--- config.mk ---
export PLATFORM = sky130hd
export DESIGN_NAME = tgs_front
export DESIGN_NICKNAME = d
export VERILOG_FILES = /design/src/rtl/tgs_pkg.sv /design/src/rtl/tgs_front.sv
export SDC_FILE = /design/constraint.sdc
export NUM_CORES = 1
export LEC_CHECK = 0
export BUFFER_PORTS_ARGS = -buffer_cell sky130_fd_sc_hd__buf_2
export CAP_MARGIN = 10
export CORE_MARGIN = 2
export CORE_UTILIZATION = 35
export CTS_CLUSTER_SIZE = 16
export DETAILED_ROUTE_END_ITERATION = 8
export GPL_ROUTABILITY_DRIVEN = 0
export GPL_TIMING_DRIVEN = 0
export PLACE_DENSITY = 0.55
export SYNTH_ARGS = -nofsm -noshare
export SYNTH_HDL_FRONTEND = slang
export SYNTH_SLANG_ARGS = --single-unit
export TNS_END_PERCENT = 10
--- constraint.sdc ---
create_clock -name clk -period 11.9 [get_ports clk]
set_clock_uncertainty 0.1 [all_clocks]
set_input_delay 2.975 -clock clk [delete_from_list [all_inputs] [get_ports clk]]
set_output_delay 2.975 -clock clk [all_outputs]
set_load 0.02 [all_outputs]
--- src/rtl/tgs_pkg.sv ---
// tgs_pkg: shared types, widths and codes of the trilinear gradient splat block
// no dependencies; imported by every module of the block
`timescale 1ns / 1ps
`default_nettype none
package tgs_pkg;

  // grid store geometry
  localparam int GRID_WORDS = 4096;
  localparam int ADDR_W     = $clog2(GRID_WORDS);

  // fixed point formats
  localparam int FRAC   = 16;
  localparam int POS_W  = 18;
  localparam int VAL_W  = 17;
  localparam int ACC_W  = 48;
  localparam int SCL_W  = 32;
  localparam int SIZE_W = 9;
  localparam int T_W    = 26;
  localparam int W_W    = FRAC + 1;

  localparam logic [W_W-1:0] ONE_Q  = W_W'(1) << FRAC;
  localparam logic [W_W-1:0] HALF_Q = W_W'(1) << (FRAC - 1);

  // command codes
  localparam logic [1:0] CMD_WR_VAL = 2'd0;
  localparam logic [1:0] CMD_WR_ACC = 2'd1;
  localparam logic [1:0] CMD_RD_ACC = 2'd2;
  localparam logic [1:0] CMD_SPLAT  = 2'd3;

  // combine modes
  localparam logic [1:0] MODE_MIN  = 2'd1;
  localparam logic [1:0] MODE_PROD = 2'd2;

  // status codes
  localparam logic [1:0] ST_DONE    = 2'd0;
  localparam logic [1:0] ST_SKIP    = 2'd1;
  localparam logic [1:0] ST_ZERO    = 2'd2;
  localparam logic [1:0] ST_SAT     = 2'd3;

  // one queued transaction, axis products already formed
  typedef struct packed {
    logic [1:0]        cmd;
    logic [ADDR_W-1:0] addr;
    logic [ACC_W-1:0]  wval;
    logic [SCL_W-1:0]  scale;
    logic [VAL_W-1:0]  target;
    logic [T_W-1:0]    tx;
    logic [T_W-1:0]    ty;
    logic [T_W-1:0]    tz;
  } item_t;

  // per-axis cell pair and weights
  typedef struct packed {
    logic [7:0]     c0;
    logic [7:0]     c1;
    logic [W_W-1:0] w0;
    logic [W_W-1:0] w1;
  } axis_res_t;

endpackage
`default_nettype wire

--- src/rtl/tgs_front.sv ---
// tgs_front: accepts transactions, mirrors splat coordinates and scales them
// by the grid sizes, then holds them in a two-entry queue; uses tgs_pkg
`timescale 1ns / 1ps
`default_nettype none
module tgs_front
  import tgs_pkg::*;
(
  input  wire logic              clk,
  input  wire logic              rst_n,
  input  wire logic              start,
  output logic                   busy,
  input  wire logic [1:0]        in_cmd,
  input  wire logic [11:0]       in_address,
  input  wire logic [47:0]       in_write_value,
  input  wire logic [17:0]       in_pos_x,
  input  wire logic [17:0]       in_pos_y,
  input  wire logic [17:0]       in_pos_z,
  input  wire logic [31:0]       in_scale,
  input  wire logic [16:0]       in_target_u,
  input  wire logic [SIZE_W-1:0] nx,
  input  wire logic [SIZE_W-1:0] ny,
  input  wire logic [SIZE_W-1:0] nz,
  output logic                   q_valid,
  output item_t                  q_item,
  input  wire logic              q_pop
);

  // mirror into [0,1] and multiply by the axis size
  function automatic logic [T_W-1:0] axis_t(input logic [POS_W-1:0] p,
                                            input logic [SIZE_W-1:0] n);
    logic signed [POS_W:0] rs;
    logic signed [POS_W:0] rm;
    logic signed [POS_W:0] one_s;
    one_s = (POS_W+1)'(ONE_Q);
    rs = {p[POS_W-1], p};
    if (rs < 0) begin
      rm = -rs;
    end else if (rs > one_s) begin
      rm = (one_s <<< 1) - rs;
    end else begin
      rm = rs;
    end
    if (rm < 0) begin
      rm = '0;
    end
    if (rm > one_s) begin
      rm = one_s;
    end
    return T_W'(rm[W_W-1:0]) * T_W'(n);
  endfunction

  item_t      ent_r [2];
  logic       wp_r, rp_r;
  logic [1:0] cnt_r;
  logic       push;
  item_t      new_item;

  // classify and prepare the incoming transaction
  always_comb begin
    new_item.cmd    = in_cmd;
    new_item.addr   = in_address[ADDR_W-1:0];
    new_item.wval   = in_write_value;
    new_item.scale  = in_scale;
    new_item.target = in_target_u;
    new_item.tx     = axis_t(in_pos_x, nx);
    new_item.ty     = axis_t(in_pos_y, ny);
    new_item.tz     = axis_t(in_pos_z, nz);
  end

  assign busy    = (cnt_r == 2'd2);
  assign push    = start && !busy;
  assign q_valid = (cnt_r != 2'd0);
  assign q_item  = ent_r[rp_r];

  // queue storage
  always_ff @(posedge clk) begin
    if (push) begin
      ent_r[wp_r] <= new_item;
    end
  end

  // queue pointers
  always_ff @(posedge clk) begin
    if (!rst_n) begin
      wp_r  <= 1'b0;
      rp_r  <= 1'b0;
      cnt_r <= 2'd0;
    end else begin
      if (push) begin
        wp_r <= ~wp_r;
      end
      if (q_pop) begin
        rp_r <= ~rp_r;
      end
      cnt_r <= cnt_r + 2'(push) - 2'(q_pop);
    end
  end

endmodule
`default_nettype wire

# Yosys cells after proc, flatten, opt, wreduce, memory -nomap -nowiden
# Memories as Yosys holds them, arrays and structs flattened. A register that Yosys moved wholly into a read port is not among the register bits.
# Cells that the tools add are included.
# W data, S select, Z words.
[word_totals] mem_count=1 mem_bits_rw=378 reg_bits=4 mem_bits_ro=0 latch_bits=0 inputBits=196
[memory_table] memory="ent_r" words=2 width=189 rd=1 rd_clocked_by_memory_dff=1 wr=1 line_no="tgs_front.sv:52" rtl="item_t ent_r [2];"
[classes] addsub=8 mux=16 order_cmp=12 n_eq_ne=1 reduce_logical=3 shift=0 bitwise=2 multipliers=3 div=0
[ops] op="$mux W19" n=9
[ops] op="$mul A17 B9 Y26" n=3
[ops] op="$gt A19 B18 Y1 const B" n=3
[ops] op="$lt A19 B1 Y1 const B" n=3
[ops] op="$neg A18 Y19" n=3
[ops] op="$sub A19 B18 Y19 const A" n=3
[ops] op="$gt A18 B18 Y1 const B" n=3
[ops] op="$lt A18 B1 Y1 const B" n=3
[ops] op="$mux W17" n=3
[ops] op="$mux W1" n=4
[ops] op="$add A2 B1 Y2" n=1
[ops] op="$eq A2 B2 Y1 const B" n=1
[ops] op="$not A1 Y1" n=2
[ops] op="$reduce_bool A2 Y1" n=1
[ops] op="$sub A2 B1 Y2" n=1
[ops] op="$logic_and A1 B1 Y1" n=1
[ops] op="$logic_not A1 Y1" n=1

# Longest topological paths before layout
[logic_depth] depth_word=8 depth_mapped=31 depth_no_buf=28

# Least setup slack after synthesis
# Ideal clock, no wire load.
[synth_path] path_kind="input to register" start="input port start" end="memory ent_r[0][0] (netlist bit) (enable)" arrival_ns=10.914 cell_stages=2 setup_slack_ns=0.144 path_buffers=0 setup_ns=0.742 cell_sequence="nand2_1 -> nor2_1"
[synth_between] elab_chain_len=3
[synth_lines] element="start: declaration" line_no="tgs_front.sv:10" rtl="input wire logic start,"
[synth_lines] element="$logic_and A1 B1 Y1" line_no="tgs_front.sv:71" rtl="assign push = start && !busy;"
[synth_lines] element="$mux W1" line_no="tgs_front.sv:77" rtl="if (push) begin"
[synth_lines] element="$mux W1 (implied by the code)" line_no="tgs_front.sv:78" rtl="ent_r[wp_r] <= new_item;"
[synth_lines] element="end: declaration" line_no="tgs_front.sv:52"
# Every way passes these cells.

==> metrics.md <==
| Metric | Value |
|---|---|
| Area of the core | around 83000 um2 |
| Slew @ Worst Pin | 1110 ps |
| Synth cell types | 68 |
| Number of flops mapped to enable cells by yosys | around 380 |
| Initial antenna violation count | 4 |
| Critical path required time | 12100 ps |
| DRT iter0 DRCs | ~940 |
| Die area | 86300 um2 |
| WL per Instance | 17.9 um |
| Die Wd | 294 um |
| Sequential share of the synthesized area | 39.0% |
| Syn. warnings | 0 |
| Final Net Count | between 3000 and 4000 |
| DP Wirelength | 56.9 mm |
| Final Hold Vio Count | 0 |
| Main synth FF type | edfxtp_1 |
| Largest net degree at the start of global routing | 60 |
| Clock buffer depth | 3 |
| Worst-skew pair later-pin latency | 590 ps |
| Tot GR Track Use | between 10% and 20% |
| Most used cells in the layout excluding fill and tap cells | buf_2 (378), edfxtp_1 (378), inv_1 (374) |
| RSZ-0062 raised after global routing | no |
| CP Launch Type | input port |
| Status | complete, no violations |
| Crit-path max FO | 10 |
| Die height | 294 um |
| Reg2Reg Setup Slack | 9470 ps |
| Post-Syn Area per Cell | between 10 and 15 um2 |
| GRT overflow | 0 |
| Clk pin slew, worst setup/hold paths | 60 ps |
| Count of pins over their slew limit | 0 |
| Leakage | roughly 15 nW |
| Input/output buffers | 374 |
| Max IR drop VDD | ~120 uV |
| Hold Buf Count CTS | 0 |
| DR pass1 iterations | 8 |
| Share of layout cells above drive strength 1 | 22.2% |
| CTS tree | done |
| Fraction of registers with async set/reset | 0% |
| Vias per cell | between 4 and 5 |
| Post-CTS setup buffer count | 0 |
| Std cell rows | 106 |
| CTS buffer count | 45 |
| ANT nets after route | 0 |
| First-pass GRT wire length | roughly 110 mm |
| Resized Gates After CTS | 0 |
| Overall routed net length | 72.8 mm |
| Htree depth | 2 |
| Clock sink count | between 300 and 400 |
| # fillers | slightly above 8000 |
| Fin crit period | 11270 ps |
| I/O pin count | between 300 and 400 |
| Max frequency | 0.0888 GHz |
| Setup TNS after final layout | 0 ps |
| Final setup violation count | 0 |
| CP Capture Type | register |
| Slew HR | between 20% and 30% |
| MaxCap Viol Count | 0 |
| Seq cells post-synth | between 300 and 400 |
| Hold Path Class | reg -> reg |
| Mapped cell area | between 20000 and 30000 um2 |
| DRC | 0 |
| Area growth syn-to-layout | 17.0% |
| Initial Util | 35.2% |
| CP arrival | 11470 ps |
| Setup CP Type | in -> reg |
| Tcrit/Tclk final | a little over nine tenths |
| Via count | 19900 |
| Cells after synthesis | roughly 2500 |
| Pwr/cell area | between 200 and 250 nW/um2 |
| Root Driver | clkbuf_16 |
| Vias in the first global route | a little over 20000 |
| PnR Total Power | about 7.4 mW |
| Synthesized Nets | ~3200 |
-- registers in the layout, summed over array words and instances, names as in the netlist, named ones only --
| name | flops |
|---|---|
| ent_r | 378 |
| cnt_r | 2 |
| rp_r | 1 |
| wp_r | 1 |
-- routing by layer --
layer / global-route usage [%] / vias up / part of all wire (%)
met5: 0 / - / 0.047
met4: 3.56 / 6 / 1.7
met3: 3.56 / 87 / 6.5
met2: 29.0 / 515 / 48
met1: 22.1 / 9924 / 43
li1: - / 9323 / -
-- logic make-up after synthesis --
group                    after synthesis  synth area share, %
AND/OR/NAND/NOR                      719                 12.4
AO/OA/AOI/OAI                        200                 4.55
flip-flops                           383                 39.0
buffers and inverters                455                 5.85
XOR/XNOR                             107                 3.19
multiplexers                         192                 7.35
adder cells (fa/ha/maj)              461                 27.7
-- layout make-up --
cell class | instances | area [um2] | area share [%]
buffer | 81 | 317 | 0.920
clock inverter | 22 | 262 | 0.760
antenna | 4 | 10.0 | 0.0291
timing repair buffer | 387 | 2170 | 6.32
tap | 1080 | 1350 | 3.93
clock buffer | 58 | 1180 | 3.45
sequential | 383 | 11500 | 33.3
inverter | 374 | 1400 | 4.08
multi-input combinational | 1679 | 16200 | 47.2
-- power breakdown --
part           internal [mW]  leakage (nW)  switching, mW
sequential              2.11          3.57         0.0545
clock                  0.794         0.702          0.555
combinational           1.56          10.9           2.36
-- final timing paths --
check | start | to | cells after the start
worst max-delay path | in_pos_y[0] | ent_r[1][51] | 28
worst min-delay path | rp_r | rp_r | 2
worst max register to register | cnt_r[0] | ent_r[0][92] | 6
worst min register to register | rp_r | rp_r | 2
-- per-stage QoR --
step / instances / hold WS [ps] / setup WS, ps / instance area [um2] / util, %
2_1_floorplan: 2517 / 442 / 144 / 29400 / -
3_3_place_gp: 3971 / 469 / -6130 / 32600 / 39.1
3_5_place_dp: 3983 / 477 / -327 / 32900 / 39.4
4_1_cts: 4063 / 489 / 245 / 34300 / 41.2
5_1_grt: 4064 / 523 / 93.2 / 34400 / 41.2
6_report: 4068 / 486 / 634 / 34400 / 41.2
-- synthesized netlist by cell type, types with 6 or more instances --
cell	instances	area, um2
a21oi_1	56	280
o21ai_0	36	180
mux2_2	190	2140
nand2b_1	11	68.8
nor3_1	22	110
a21o_1	15	113
nor2b_1	12	75.1
clkbuf_1	68	255
edfxtp_1	378	11400
xnor2_1	65	569
ha_1	143	1790
o31a_1	7	61.3
or3_1	12	75.1
nor2_1	136	510
nand3_1	77	385
nor4_1	7	43.8
and3_1	89	557
and2_1	152	951
a2111oi_0	6	52.6
o31ai_1	9	67.6
xor2_1	42	368
nand2_1	177	664
o21a_1	11	82.6
a211oi_1	11	82.6
buf_1	7	26.3
inv_1	374	1400
fa_1	318	6370
-- worst max-delay path, cell delays in order --
cell and delay, ps:
buf_2 130, clkbuf_1 370, inv_1 90, ha_1 220, nor3b_2 210, and3_1 240
a21boi_2 350, nor2_1 240, o31a_1 340, o31a_1 270, o41ai_4 560, clkbuf_1 420
and3_1 270, fa_1 430, fa_1 520, fa_1 540, inv_1 50, fa_1 530
inv_1 40, ha_1 360, a2111oi_0 400, o21ai_1 290, a2111oi_2 460, nor3_1 160
or3_1 440, a31o_2 250, a21oi_1 160, xnor2_1 100
Power figures use the tool's default switching activity.
